$ cat src/hw/rtl/sto_pkg.sv
// Shared types and constants of the spiral tile order generator.
`default_nettype none

package sto_pkg;

  // Default ranges of the image and tile dimensions
  localparam int DEF_MAX_DIM  = 8192;
  localparam int DEF_MAX_TILE = 256;

  // Register values after reset
  localparam int RESET_IMAGE_WIDTH  = 1024;
  localparam int RESET_IMAGE_HEIGHT = 1024;
  localparam int RESET_TILE_SIZE    = 32;

  // Configuration register indexes
  localparam int CFG_IDX_W = 2;
  localparam logic [CFG_IDX_W-1:0] REG_IMAGE_WIDTH  = 2'd0;
  localparam logic [CFG_IDX_W-1:0] REG_IMAGE_HEIGHT = 2'd1;
  localparam logic [CFG_IDX_W-1:0] REG_TILE_SIZE    = 2'd2;

  // Spiral heading; the order matters, a turn is heading plus one
  typedef enum logic [1:0] {
    DIR_RIGHT = 2'd0,
    DIR_DOWN  = 2'd1,
    DIR_LEFT  = 2'd2,
    DIR_UP    = 2'd3
  } dir_t;

  typedef enum logic [2:0] {
    S_DIV_LOAD,
    S_DIV_RUN,
    S_WALK_INIT,
    S_IDLE,
    S_MUL,
    S_CLIP,
    S_STEP
  } state_t;

endpackage

`default_nettype wire

$ cat src/hw/rtl/spiral_tile_order_core.sv
// Spiral tile order generator: grid setup, spiral walk and tile clipping.
`default_nettype none

// Hands out the render tiles of an image in a spiral that starts at the
// center tile of the grid (columns = ceil(width / tile), rows likewise).
// Each input transaction asks for one tile (restart = 1 first rewinds the
// spiral) and produces exactly one output transaction: the tile's pixel
// offset and its size clipped at the right and bottom image edges, or
// has_tile = 0 with all fields zero once every tile has been handed out.
// Width, height and tile size are clamped to 1..MAX_DIM and 1..MAX_TILE.
// After reset and after every register write the block computes the
// grid with one shared restoring divider, one quotient bit per cycle,
// columns first and rows second, then sets up the walk; input stays
// stalled meanwhile. An accepted request passes through the offset
// multiply and the clip (held while the output register is full); then
// the walk unit examines spiral candidates to find the next in-grid tile
// (one per cycle, at least one; none for the last tile and when done)
// before the block is ready again. A restart first rewinds the walk.
// The result sits in an output register, so a new request is taken while
// the previous result still waits for the consumer.
module spiral_tile_order_core #(
  parameter int MAX_DIM  = sto_pkg::DEF_MAX_DIM,
  parameter int MAX_TILE = sto_pkg::DEF_MAX_TILE,
  localparam int DIM_W  = $clog2(MAX_DIM + 1),
  localparam int TILE_W = $clog2(MAX_TILE + 1),
  localparam int XW     = $clog2(MAX_DIM),
  localparam int CFG_W  = (DIM_W > TILE_W) ? DIM_W : TILE_W
) (
  input  wire logic                          clk,
  input  wire logic                          rst,
  // configuration write port
  input  wire logic                          cfg_we,
  input  wire logic [sto_pkg::CFG_IDX_W-1:0] cfg_index,
  input  wire logic [CFG_W-1:0]              cfg_data,
  // request channel
  input  wire logic                          in_valid,
  output logic                               in_stall,
  input  wire logic                          restart,
  // result channel
  output logic                               out_valid,
  input  wire logic                          out_stall,
  output logic                               has_tile,
  output logic [XW-1:0]                      tile_x,
  output logic [XW-1:0]                      tile_y,
  output logic [TILE_W-1:0]                  tile_width,
  output logic [TILE_W-1:0]                  tile_height
);

  localparam int NUM_W   = $clog2(MAX_DIM + MAX_TILE);  // ceil-division numerator
  localparam int CNT_W   = $clog2(NUM_W);
  localparam int CW      = DIM_W + 1;                   // two's complement grid coordinate
  localparam int TILES_W = 2 * DIM_W;
  localparam int PROD_W  = DIM_W + TILE_W;

  // Configuration registers
  logic [DIM_W-1:0]  image_width;
  logic [DIM_W-1:0]  image_height;
  logic [TILE_W-1:0] tile_size;

  // Clamped dimensions
  logic [DIM_W-1:0]  w_c;
  logic [DIM_W-1:0]  h_c;
  logic [TILE_W-1:0] t_c;

  // Grid and walk state
  logic [DIM_W-1:0]   grid_cols;
  logic [DIM_W-1:0]   grid_rows;
  logic [CW-1:0]      cur_col;
  logic [CW-1:0]      cur_row;
  sto_pkg::dir_t      heading;
  logic [CW-1:0]      steps_remaining;
  logic [CW-1:0]      leg_length;
  logic [TILES_W-1:0] tiles_remaining;

  // Shared divider
  logic              div_sel;     // 0: columns, 1: rows
  logic [NUM_W-1:0]  div_quo;
  logic [TILE_W-1:0] div_rem;
  logic [CNT_W-1:0]  div_cnt;
  logic [TILE_W:0]   rem_sh;
  logic              rem_ge;
  logic [TILE_W:0]   rem_sub;
  logic [NUM_W-1:0]  quo_next;
  logic [NUM_W-1:0]  numer;

  // Tile offset products
  logic [PROD_W-1:0] x_prod;
  logic [PROD_W-1:0] y_prod;
  logic [DIM_W-1:0]  x_pos;
  logic [DIM_W-1:0]  y_pos;
  logic [CFG_W-1:0]  tw_full;
  logic [CFG_W-1:0]  th_full;
  logic [TILE_W-1:0] tw_clip;
  logic [TILE_W-1:0] th_clip;

  // Walk step
  logic [CW-1:0]      col_next;
  logic [CW-1:0]      row_next;
  sto_pkg::dir_t      heading_next;
  logic [CW-1:0]      steps_next;
  logic [CW-1:0]      leg_next;
  logic [CW-1:0]      steps_dec;
  logic               step_inside;
  logic [TILES_W-1:0] tiles_prod;

  // Control
  sto_pkg::state_t state;
  sto_pkg::state_t state_next;
  logic            pending;       // restart request waits behind walk init
  logic            cfg_hit;
  logic            in_take;
  logic            out_free;

  // Clamp registers into their legal ranges
  always_comb begin
    if (image_width == '0) begin
      w_c = DIM_W'(1);
    end else if (image_width > DIM_W'(MAX_DIM)) begin
      w_c = DIM_W'(MAX_DIM);
    end else begin
      w_c = image_width;
    end
    if (image_height == '0) begin
      h_c = DIM_W'(1);
    end else if (image_height > DIM_W'(MAX_DIM)) begin
      h_c = DIM_W'(MAX_DIM);
    end else begin
      h_c = image_height;
    end
    if (tile_size == '0) begin
      t_c = TILE_W'(1);
    end else if (tile_size > TILE_W'(MAX_TILE)) begin
      t_c = TILE_W'(MAX_TILE);
    end else begin
      t_c = tile_size;
    end
  end

  assign cfg_hit = cfg_we && (cfg_index == sto_pkg::REG_IMAGE_WIDTH ||
                              cfg_index == sto_pkg::REG_IMAGE_HEIGHT ||
                              cfg_index == sto_pkg::REG_TILE_SIZE);

  // Restoring divider: ceil(dim / tile) as (dim + tile - 1) / tile
  assign numer    = (div_sel ? NUM_W'(h_c) : NUM_W'(w_c)) + NUM_W'(t_c) - NUM_W'(1);
  assign rem_sh   = {div_rem, div_quo[NUM_W-1]};
  assign rem_ge   = rem_sh >= {1'b0, t_c};
  assign rem_sub  = rem_sh - {1'b0, t_c};
  assign quo_next = {div_quo[NUM_W-2:0], rem_ge};

  // Tile offset: one multiply per axis, clipped from the registered product
  assign x_prod  = cur_col[DIM_W-1:0] * t_c;
  assign y_prod  = cur_row[DIM_W-1:0] * t_c;
  assign tw_full = CFG_W'(w_c) - CFG_W'(x_pos);
  assign th_full = CFG_W'(h_c) - CFG_W'(y_pos);
  assign tw_clip = (tw_full > CFG_W'(t_c)) ? t_c : tw_full[TILE_W-1:0];
  assign th_clip = (th_full > CFG_W'(t_c)) ? t_c : th_full[TILE_W-1:0];

  assign tiles_prod = grid_cols * grid_rows;

  // One spiral candidate: move along the heading, turn at the leg end
  always_comb begin
    col_next = cur_col;
    row_next = cur_row;
    unique case (heading)
      sto_pkg::DIR_RIGHT: col_next = cur_col + CW'(1);
      sto_pkg::DIR_DOWN:  row_next = cur_row + CW'(1);
      sto_pkg::DIR_LEFT:  col_next = cur_col - CW'(1);
      sto_pkg::DIR_UP:    row_next = cur_row - CW'(1);
      default:            col_next = cur_col;
    endcase
    steps_dec    = steps_remaining - CW'(1);
    heading_next = heading;
    leg_next     = leg_length;
    steps_next   = steps_dec;
    if (steps_dec == '0) begin
      heading_next = sto_pkg::dir_t'(heading + 2'd1);
      if (heading_next == sto_pkg::DIR_RIGHT || heading_next == sto_pkg::DIR_LEFT) begin
        leg_next = leg_length + CW'(1);
      end
      steps_next = leg_next;
    end
    step_inside = !col_next[CW-1] && !row_next[CW-1] &&
                  (col_next < {1'b0, grid_cols}) && (row_next < {1'b0, grid_rows});
  end

  assign out_free = !out_valid || !out_stall;
  assign in_take  = in_valid && !in_stall;

  // State register
  always_ff @(posedge clk) begin
    if (rst) begin
      state <= sto_pkg::S_DIV_LOAD;
    end else begin
      state <= state_next;
    end
  end

  // Next state and stall
  always_comb begin
    state_next = state;
    in_stall   = (state != sto_pkg::S_IDLE) || cfg_we;
    unique case (state)
      sto_pkg::S_DIV_LOAD: begin
        state_next = sto_pkg::S_DIV_RUN;
      end
      sto_pkg::S_DIV_RUN: begin
        if (div_cnt == '0) begin
          state_next = div_sel ? sto_pkg::S_WALK_INIT : sto_pkg::S_DIV_LOAD;
        end
      end
      sto_pkg::S_WALK_INIT: begin
        state_next = pending ? sto_pkg::S_MUL : sto_pkg::S_IDLE;
      end
      sto_pkg::S_IDLE: begin
        if (in_take) begin
          state_next = restart ? sto_pkg::S_WALK_INIT : sto_pkg::S_MUL;
        end
      end
      sto_pkg::S_MUL: begin
        state_next = sto_pkg::S_CLIP;
      end
      sto_pkg::S_CLIP: begin
        if (out_free) begin
          if (tiles_remaining > TILES_W'(1)) begin
            state_next = sto_pkg::S_STEP;
          end else begin
            state_next = sto_pkg::S_IDLE;
          end
        end
      end
      sto_pkg::S_STEP: begin
        if (step_inside) begin
          state_next = sto_pkg::S_IDLE;
        end
      end
      default: state_next = sto_pkg::S_IDLE;
    endcase
    // any register write rebuilds the grid
    if (cfg_hit) begin
      state_next = sto_pkg::S_DIV_LOAD;
    end
  end

  // Control registers
  always_ff @(posedge clk) begin
    if (rst) begin
      image_width  <= DIM_W'(sto_pkg::RESET_IMAGE_WIDTH);
      image_height <= DIM_W'(sto_pkg::RESET_IMAGE_HEIGHT);
      tile_size    <= TILE_W'(sto_pkg::RESET_TILE_SIZE);
      div_sel      <= 1'b0;
      pending      <= 1'b0;
      out_valid    <= 1'b0;
    end else begin
      if (cfg_we) begin
        unique case (cfg_index)
          sto_pkg::REG_IMAGE_WIDTH:  image_width  <= cfg_data[DIM_W-1:0];
          sto_pkg::REG_IMAGE_HEIGHT: image_height <= cfg_data[DIM_W-1:0];
          sto_pkg::REG_TILE_SIZE:    tile_size    <= cfg_data[TILE_W-1:0];
          default:                   image_width  <= image_width;
        endcase
      end
      if (cfg_hit) begin
        div_sel <= 1'b0;
        pending <= 1'b0;
      end else begin
        if (state == sto_pkg::S_DIV_RUN && div_cnt == '0) begin
          div_sel <= !div_sel;
        end
        if (state == sto_pkg::S_IDLE && in_take && restart) begin
          pending <= 1'b1;
        end else if (state == sto_pkg::S_WALK_INIT) begin
          pending <= 1'b0;
        end
      end
      // hold the result until the consumer takes it
      if (state == sto_pkg::S_CLIP && out_free) begin
        out_valid <= 1'b1;
      end else if (!out_stall) begin
        out_valid <= 1'b0;
      end
    end
  end

  // Datapath registers
  always_ff @(posedge clk) begin
    unique case (state)
      sto_pkg::S_DIV_LOAD: begin
        div_quo <= numer;
        div_rem <= '0;
        div_cnt <= CNT_W'(NUM_W - 1);
      end
      sto_pkg::S_DIV_RUN: begin
        div_quo <= quo_next;
        div_rem <= rem_ge ? rem_sub[TILE_W-1:0] : rem_sh[TILE_W-1:0];
        div_cnt <= div_cnt - CNT_W'(1);
        if (div_cnt == '0) begin
          if (div_sel) begin
            grid_rows <= quo_next[DIM_W-1:0];
          end else begin
            grid_cols <= quo_next[DIM_W-1:0];
          end
        end
      end
      sto_pkg::S_WALK_INIT: begin
        cur_col         <= {2'b00, grid_cols[DIM_W-1:1]};
        cur_row         <= {2'b00, grid_rows[DIM_W-1:1]};
        heading         <= sto_pkg::DIR_RIGHT;
        steps_remaining <= CW'(1);
        leg_length      <= CW'(1);
        tiles_remaining <= tiles_prod;
      end
      sto_pkg::S_MUL: begin
        x_pos <= x_prod[DIM_W-1:0];
        y_pos <= y_prod[DIM_W-1:0];
      end
      sto_pkg::S_CLIP: begin
        if (out_free) begin
          if (tiles_remaining == '0) begin
            has_tile    <= 1'b0;
            tile_x      <= '0;
            tile_y      <= '0;
            tile_width  <= '0;
            tile_height <= '0;
          end else begin
            has_tile        <= 1'b1;
            tile_x          <= x_pos[XW-1:0];
            tile_y          <= y_pos[XW-1:0];
            tile_width      <= tw_clip;
            tile_height     <= th_clip;
            tiles_remaining <= tiles_remaining - TILES_W'(1);
          end
        end
      end
      sto_pkg::S_STEP: begin
        cur_col         <= col_next;
        cur_row         <= row_next;
        heading         <= heading_next;
        steps_remaining <= steps_next;
        leg_length      <= leg_next;
      end
      default: begin
        div_cnt <= div_cnt;
      end
    endcase
  end

`ifndef NO_ASSERTIONS
  ap_done_zero: assert property (@(posedge clk) disable iff (rst)
    out_valid && !has_tile |->
      tile_x == '0 && tile_y == '0 && tile_width == '0 && tile_height == '0)
    else $error("done result carries nonzero fields");

  ap_tile_size: assert property (@(posedge clk) disable iff (rst)
    out_valid && has_tile |->
      tile_width != '0 && tile_height != '0 && tile_width <= t_c && tile_height <= t_c)
    else $error("tile size outside 1..tile_size");

  ap_mul_inside: assert property (@(posedge clk) disable iff (rst)
    state == sto_pkg::S_MUL && tiles_remaining != '0 |->
      !cur_col[CW-1] && !cur_row[CW-1] &&
      cur_col < {1'b0, grid_cols} && cur_row < {1'b0, grid_rows})
    else $error("tile position outside the grid");

  ap_step_count: assert property (@(posedge clk) disable iff (rst)
    state == sto_pkg::S_STEP |-> steps_remaining != '0 && leg_length != '0)
    else $error("spiral leg counter reached zero");

  ap_cfg_rebuild: assert property (@(posedge clk) disable iff (rst)
    cfg_hit |=> state == sto_pkg::S_DIV_LOAD && !div_sel && !out_valid || $past(out_valid))
    else $error("register write did not restart grid setup");
`endif

endmodule

`default_nettype wire

$ cat config.mk
export PLATFORM = sky130hd
export DESIGN_NAME = spiral_tile_order_core
export DESIGN_NICKNAME = d
export VERILOG_FILES = /design/src/hw/rtl/sto_pkg.sv /design/src/hw/rtl/spiral_tile_order_core.sv
export SDC_FILE = /design/constraint.sdc
export NUM_CORES = 1
export LEC_CHECK = 0
export BUFFER_PORTS_ARGS = -buffer_cell sky130_fd_sc_hd__buf_2
export CELL_PAD_IN_SITES_DETAIL_PLACEMENT = 1
export CELL_PAD_IN_SITES_GLOBAL_PLACEMENT = 1
export CORE_ASPECT_RATIO = 0.5
export CORE_MARGIN = 2
export CORE_UTILIZATION = 26
export DETAILED_ROUTE_END_ITERATION = 16
export PLACE_DENSITY = 0.6
export SYNTH_ARGS = -nofsm -noshare
export SYNTH_HDL_FRONTEND = slang
export SYNTH_SLANG_ARGS = --single-unit
export TNS_END_PERCENT = 20
$ cat constraint.sdc
create_clock -name clk -period 8.2 [get_ports clk]
set_clock_uncertainty 0.15 [all_clocks]
set_input_delay 0.82 -clock clk [delete_from_list [all_inputs] [get_ports clk]]
set_output_delay 0.82 -clock clk [all_outputs]
set_load 0.005 [all_outputs]
# --- Word level (Yosys, flattened, before mapping) ---
# Index checks and enable logic that the tools add are counted.
op_classes:
  n_addsub: 14
  mul: 3
  order_cmp: 9
  n_eq_ne: 20
  n_mux: 41
  bitwise: 1
  reduce_logical: 44
op_table:
  columns: ["cell", "count"]
  rows:
  - ["15-bit case mux with 2 select lines", 6]
  - ["14-bit two-way mux", 5]
  - ["28-bit two-way mux", 2]
  - ["28-bit case mux with 2 select lines", 1]
  - ["15-bit by 1-bit adder with 15-bit output (second input constant)", 3]
  - ["15-bit two-way mux", 3]
  - ["9-bit two-way mux", 5]
  - ["15-bit by 1-bit subtractor with 15-bit output (second input constant)", 3]
  - ["15-bit by 14-bit less-than comparator with 1-bit output", 2]
  - ["14-bit greater-than comparator (second input constant)", 2]
  - ["14-bit by 9-bit greater-than comparator with 1-bit output", 2]
  - ["28-bit by 1-bit greater-than comparator with 1-bit output (second input constant)", 1]
  - ["14-bit logical NOT", 2]
  - ["28-bit logical NOT", 1]
  - ["14-bit by 14-bit multiplier with 28-bit output", 1]
  - ["14-bit by 9-bit multiplier with 14-bit output", 2]
  - ["14-bit case mux with 2 select lines", 1]
  - ["14-bit subtractor", 2]
  - ["28-bit by 1-bit subtractor with 28-bit output (second input constant)", 1]
  - ["3-bit two-way mux", 7]
  - ["3-bit case mux with 7 select lines", 1]
  - ["9-bit case mux with 2 select lines", 1]
  - ["15-bit logical NOT", 1]
  - ["14-bit by 9-bit adder with 14-bit output", 1]
  - ["other kinds (31)", 76]
word_totals:
  reg_bits: 261
  input_bits: 22
  out_inout_bits: 47

# --- Logic depth before layout (Yosys ltp) ---
depth:
  word_depth: 8
  ltp_mapped: 25
  mapped_depth_nobuf: 24

# --- Worst setup path after synthesis ---
# No wires, ideal clock.
synth_path:
  path_kind: "reg2reg"
  from: "reg grid_rows[3]"
  to: "reg tiles_remaining[16] (data pin)"
  arrival_ns: 5.995
  path_slack_ns: 1.789
  path_stages_with_launch: 24
  synth_period_minus_slack_ns: 6.411
  cell_sequence: "edfxtp_1 > inv_1 > clkbuf_1 > nor2_1 > fa_1 > inv_1 > fa_1 > inv_1 > fa_1 > inv_1 > fa_1 > inv_1 > fa_1 > inv_1 > fa_1 > inv_1 > ha_1 > or4_1 > o22ai_1 > a21oi_1 > a211o_1 > a221oi_1 > xor2_1 > o21ai_0"
synth_between:
  elab_chain_cells: 2
synth_rtl:
  columns: ["item", "line_no", "text"]
  rows:
  - ["start, declared", "spiral_tile_order_core.sv:67", "logic [DIM_W-1:0] grid_rows;"]
  - ["start signal, assigned", "spiral_tile_order_core.sv:298", "grid_rows <= quo_next[DIM_W-1:0];"]
  - ["14-bit by 14-bit multiplier with 28-bit output", "spiral_tile_order_core.sv:158", "assign tiles_prod = grid_cols * grid_rows;"]
  - ["28-bit case mux with 2 select lines", "spiral_tile_order_core.sv:286", "unique case (state)"]
  - ["end signal, assigned", "spiral_tile_order_core.sv:310", "tiles_remaining <= tiles_prod;"]
  - ["end signal, assigned", "spiral_tile_order_core.sv:330", "tiles_remaining <= tiles_remaining - TILES_W'(1);"]
  - ["end, declared", "spiral_tile_order_core.sv:73", "logic [TILES_W-1:0] tiles_remaining;"]
# Every way passes these cells.
# A chain may end at the register's enable or synchronous reset.

# --- Final worst setup path ---
layout_path:
  from: "reg grid_rows[8]"
  to: "reg tiles_remaining[27] (data pin)"
# The elaborated chain is that of the path after synthesis.

==> out/results.ini <==
[outcome]
status = completed

[min_path]
hold_path_class = reg -> reg

[sta]
rsz0062_at_grt = false
fmax_mhz = 143
setup_tns_ns = 0
worst_slack_ns = 1.22
period_share = 0.852
setup_violations = 0
hold_viol = 0
max-slew-margin-rel = 0.178
slew_viol_final = 0
fin_crit_ns = 6.98
worstMarginPinSlew_ns = 1.23

[cells_and_area]
fin_nets = 3550
final_cell_area_sq_um = 30200
n_fill_cell = 11977
syn_to_final_growth_pct = 10.9
multi_input_area_sq_um = 17800
drive_above_1_share = 0.0625
regArea_sq_um = 7410

[floorplan]
core-area_sq_um = 103000
initial_core_util = 0.264
die-area_sq_um = 107000
rows = 83
die_x_microns = 461
io_pins = 69
die_h_microns = 233

[detailed_routing]
drt_iter0_markers = 1067
drc = 0
vias_per_cell = 4.63
routedWlPerCell_microns = 18.4
ant_nets = 0
vias = 20521
drtPass1Iterations = 5
wl_microns = 81400

[yosys]
syn_area_sq_um = 27200
synth_seq_cells = 261
syn_nets = 3531
synthCells = 2982
yosysWarnings = 0
synth_seq_area_share = 0.272
synth-edff-count = 218
synth_cell_types = 71
synthFlopType = edfxtp_1
syn_area_per_cell_sq_um = 9.12
synthArstFlopShare = 0

[setup_path]
reg2reg_slack_ns = 1.22
reg2reg_depth = 22
cp-endpoint = tiles_remaining[27]
critPathCaptureType = register
cp_max_fo = 12
r2r_start = grid_rows[8]
worstPathArrival_ns = 7.10
worstSetupStartpoint = grid_rows[8]
timing.rr.end = tiles_remaining[27]
crit_type = reg -> reg
cp.required_ns = 8.32
startpoint_type = register

[placed_design]
place_area_sq_um = 29100
post-dp-hpwl_microns = 64700
placement.io_buffers = 68
gp_congestion = 0.874
dpl_worst_slack_ns = 1.23

[clock_tree]
postCtsSetupRepairBufs = 0
cts_buffer_depth = 3
clock_sinks = 261
h-tree-depth = 2
clk_latency_ns = 0.58
cts-resized-gates = 0
cts_tree = yes
root_buffer = clkbuf_16
path_clk_slew_ns = 0.06
numCtsBuffers = 34
ctsHoldBuffers = 0

[power]
leakage_nw = 13.2
vdd_drop_max_uv = 109
p_per_area_nw_per_um2 = 129

[global_route]
track_usage = 0.155
antenna_found_initial = 2
grt_pass1_wl_microns = 129000
grt_pass1_vias = 21919
grt_max_degree = 50
grt-ovfl-total = 0

[job]
maxCapViolCount = 0

[Yosys cell counts (all sizes together), types with 5 or more instances]
cell     number  area share
inv         433       0.060
a211oi       17      0.0047
or3           9      0.0021
nor2b        40      0.0092
a31oi        12      0.0028
and2         78       0.018
nand4        16      0.0037
edfxtp      218        0.24
fa          253        0.19
mux2         24      0.0099
dfxtp        43       0.032
mux2i        39       0.014
o21a         29      0.0080
ha          274        0.13
nand2       423       0.058
buf          17      0.0027
clkbuf       96       0.013
o2111ai       5      0.0016
nand2b       17      0.0039
nand3b        8      0.0022
nand3        31      0.0057
o21ai       102       0.019
o31ai        17      0.0049
or4           5      0.0014
a21o         47       0.013
nor2        265       0.037
o211ai        8      0.0022
clkinv       12      0.0017
and3         13      0.0030
o21bai       10      0.0028
a21oi       130       0.024
xor2         75       0.024
nor4         15      0.0048
xnor2       101       0.033
nor3         45      0.0083
[cell type report]
class / instances / share of cell area
well taps: 1402 / 0.0581
clock inverters: 14 / 0.00423
clock buffers: 46 / 0.0304
repair buffers: 96 / 0.0182
flip-flops and latches: 261 / 0.245
diodes: 1 / 0.0000829
inverters: 445 / 0.0553
multi-input cells: 2163 / 0.588
[stage by stage]
| stage | hold WS, ns | total power, mW | utilization | instances |
|---|---|---|---|---|
| after global routing | 0.348 | 4.10 | 0.293 | 4427 |
| after detailed placement | 0.319 | 2.40 | 0.283 | 4367 |
| final | 0.331 | 3.89 | 0.293 | 4428 |
| after global placement | 0.308 | 2.38 | 0.283 | 4367 |
| after floorplan | 0.294 | 2.17 | - | 2982 |
| after CTS | 0.325 | 3.94 | 0.293 | 4427 |
[cells in the final DEF (no fill, tap or decap), types with 10 or more instances in the layout]
master and instances:
a211oi_1 16, a21o_1 47, a21oi_1 129, a31oi_1 12, and2_1 78, and3_1 13
buf_2 68, buf_4 28, clkbuf_1 11, clkbuf_16 35, clkinv_1 15, dfxtp_1 43
edfxtp_1 218, fa_1 253, ha_1 274, inv_1 432, mux2_2 24, mux2i_1 39
nand2_1 423, nand2b_1 17, nand3_1 31, nand4_1 16, nor2_1 259, nor2b_1 38
nor3_1 44, nor4_1 12, o21a_1 29, o21ai_0 101, o21bai_1 10, o31ai_1 16
xnor2_1 100, xor2_1 75
[worst min-delay path by stage]
| stage | startpoint | endpoint | slack [ns] | cells past startpoint |
|---|---|---|---|---|
| after floorplan | image_height[3] | image_height[3] | 0.29 | 2 |
| after global placement | image_height[2] | image_height[2] | 0.31 | 2 |
| after detailed placement | image_height[2] | image_height[2] | 0.32 | 2 |
| after CTS | cfg_data[10] | image_height[10] | 0.33 | 3 |
| after global routing | image_height[2] | image_height[2] | 0.35 | 2 |
| final | image_width[1] | image_width[1] | 0.33 | 2 |
[critical path, cell delays in order, from the launching register on]
cell	delay (ns)
edfxtp_1	0.61
inv_1	0.26
nor2_1	0.10
fa_1	0.54
inv_1	0.07
fa_1	0.58
inv_1	0.07
fa_1	0.49
fa_1	0.52
fa_1	0.55
inv_1	0.06
fa_1	0.53
inv_1	0.04
ha_1	0.36
nand2_1	0.16
o211ai_1	0.11
o211ai_1	0.15
a2bb2oi_1	0.31
a31oi_1	0.19
or4_1	0.42
a31oi_1	0.20
xnor2_1	0.14
a21oi_1	0.08
[flip-flops by register name, summed over array words and instances (netlist names), 2 cells and up]
name,flops
tiles_remaining,28
cur_col,15
cur_row,15
leg_length,15
steps_remaining,15
div_quo,14
grid_cols,14
grid_rows,14
image_height,14
image_width,14
x_pos,14
y_pos,14
tile_x,13
tile_y,13
div_rem,9
tile_height,9
tile_size,9
tile_width,9
div_cnt,4
state,3
heading,2
[power by group]
group	switching (mW)	total (mW)	internal, mW	leakage (nW)
Clock	0.657	1.51	0.850	0.514
Combinational	0.459	0.767	0.308	10.3
Sequential	0.0789	1.61	1.53	2.37
Total	1.19	3.89	2.69	13.2
[cell families (layout without fill, tap and decap cells)]
| group | Yosys count | count (layout) | share of synthesized area |
|---|---|---|---|
| compound gates | 417 | 417 | 0.0953 |
| mux | 63 | 63 | 0.0243 |
| simple gates | 980 | 980 | 0.162 |
| buf+inv | 558 | 601 | 0.0773 |
| fa+ha+maj | 527 | 527 | 0.312 |
| xor+xnor | 176 | 176 | 0.0569 |
| other cells | 0 | 1 | 0 |
| flops | 261 | 261 | 0.272 |
[per-layer routing]
metal	share of wire	global-route usage
met1	0.48	0.214
met2	0.46	0.255
met5	0.00016	0
met3	0.032	0.0189
met4	0.023	0.0389
Power figures use the tool's default switching activity.
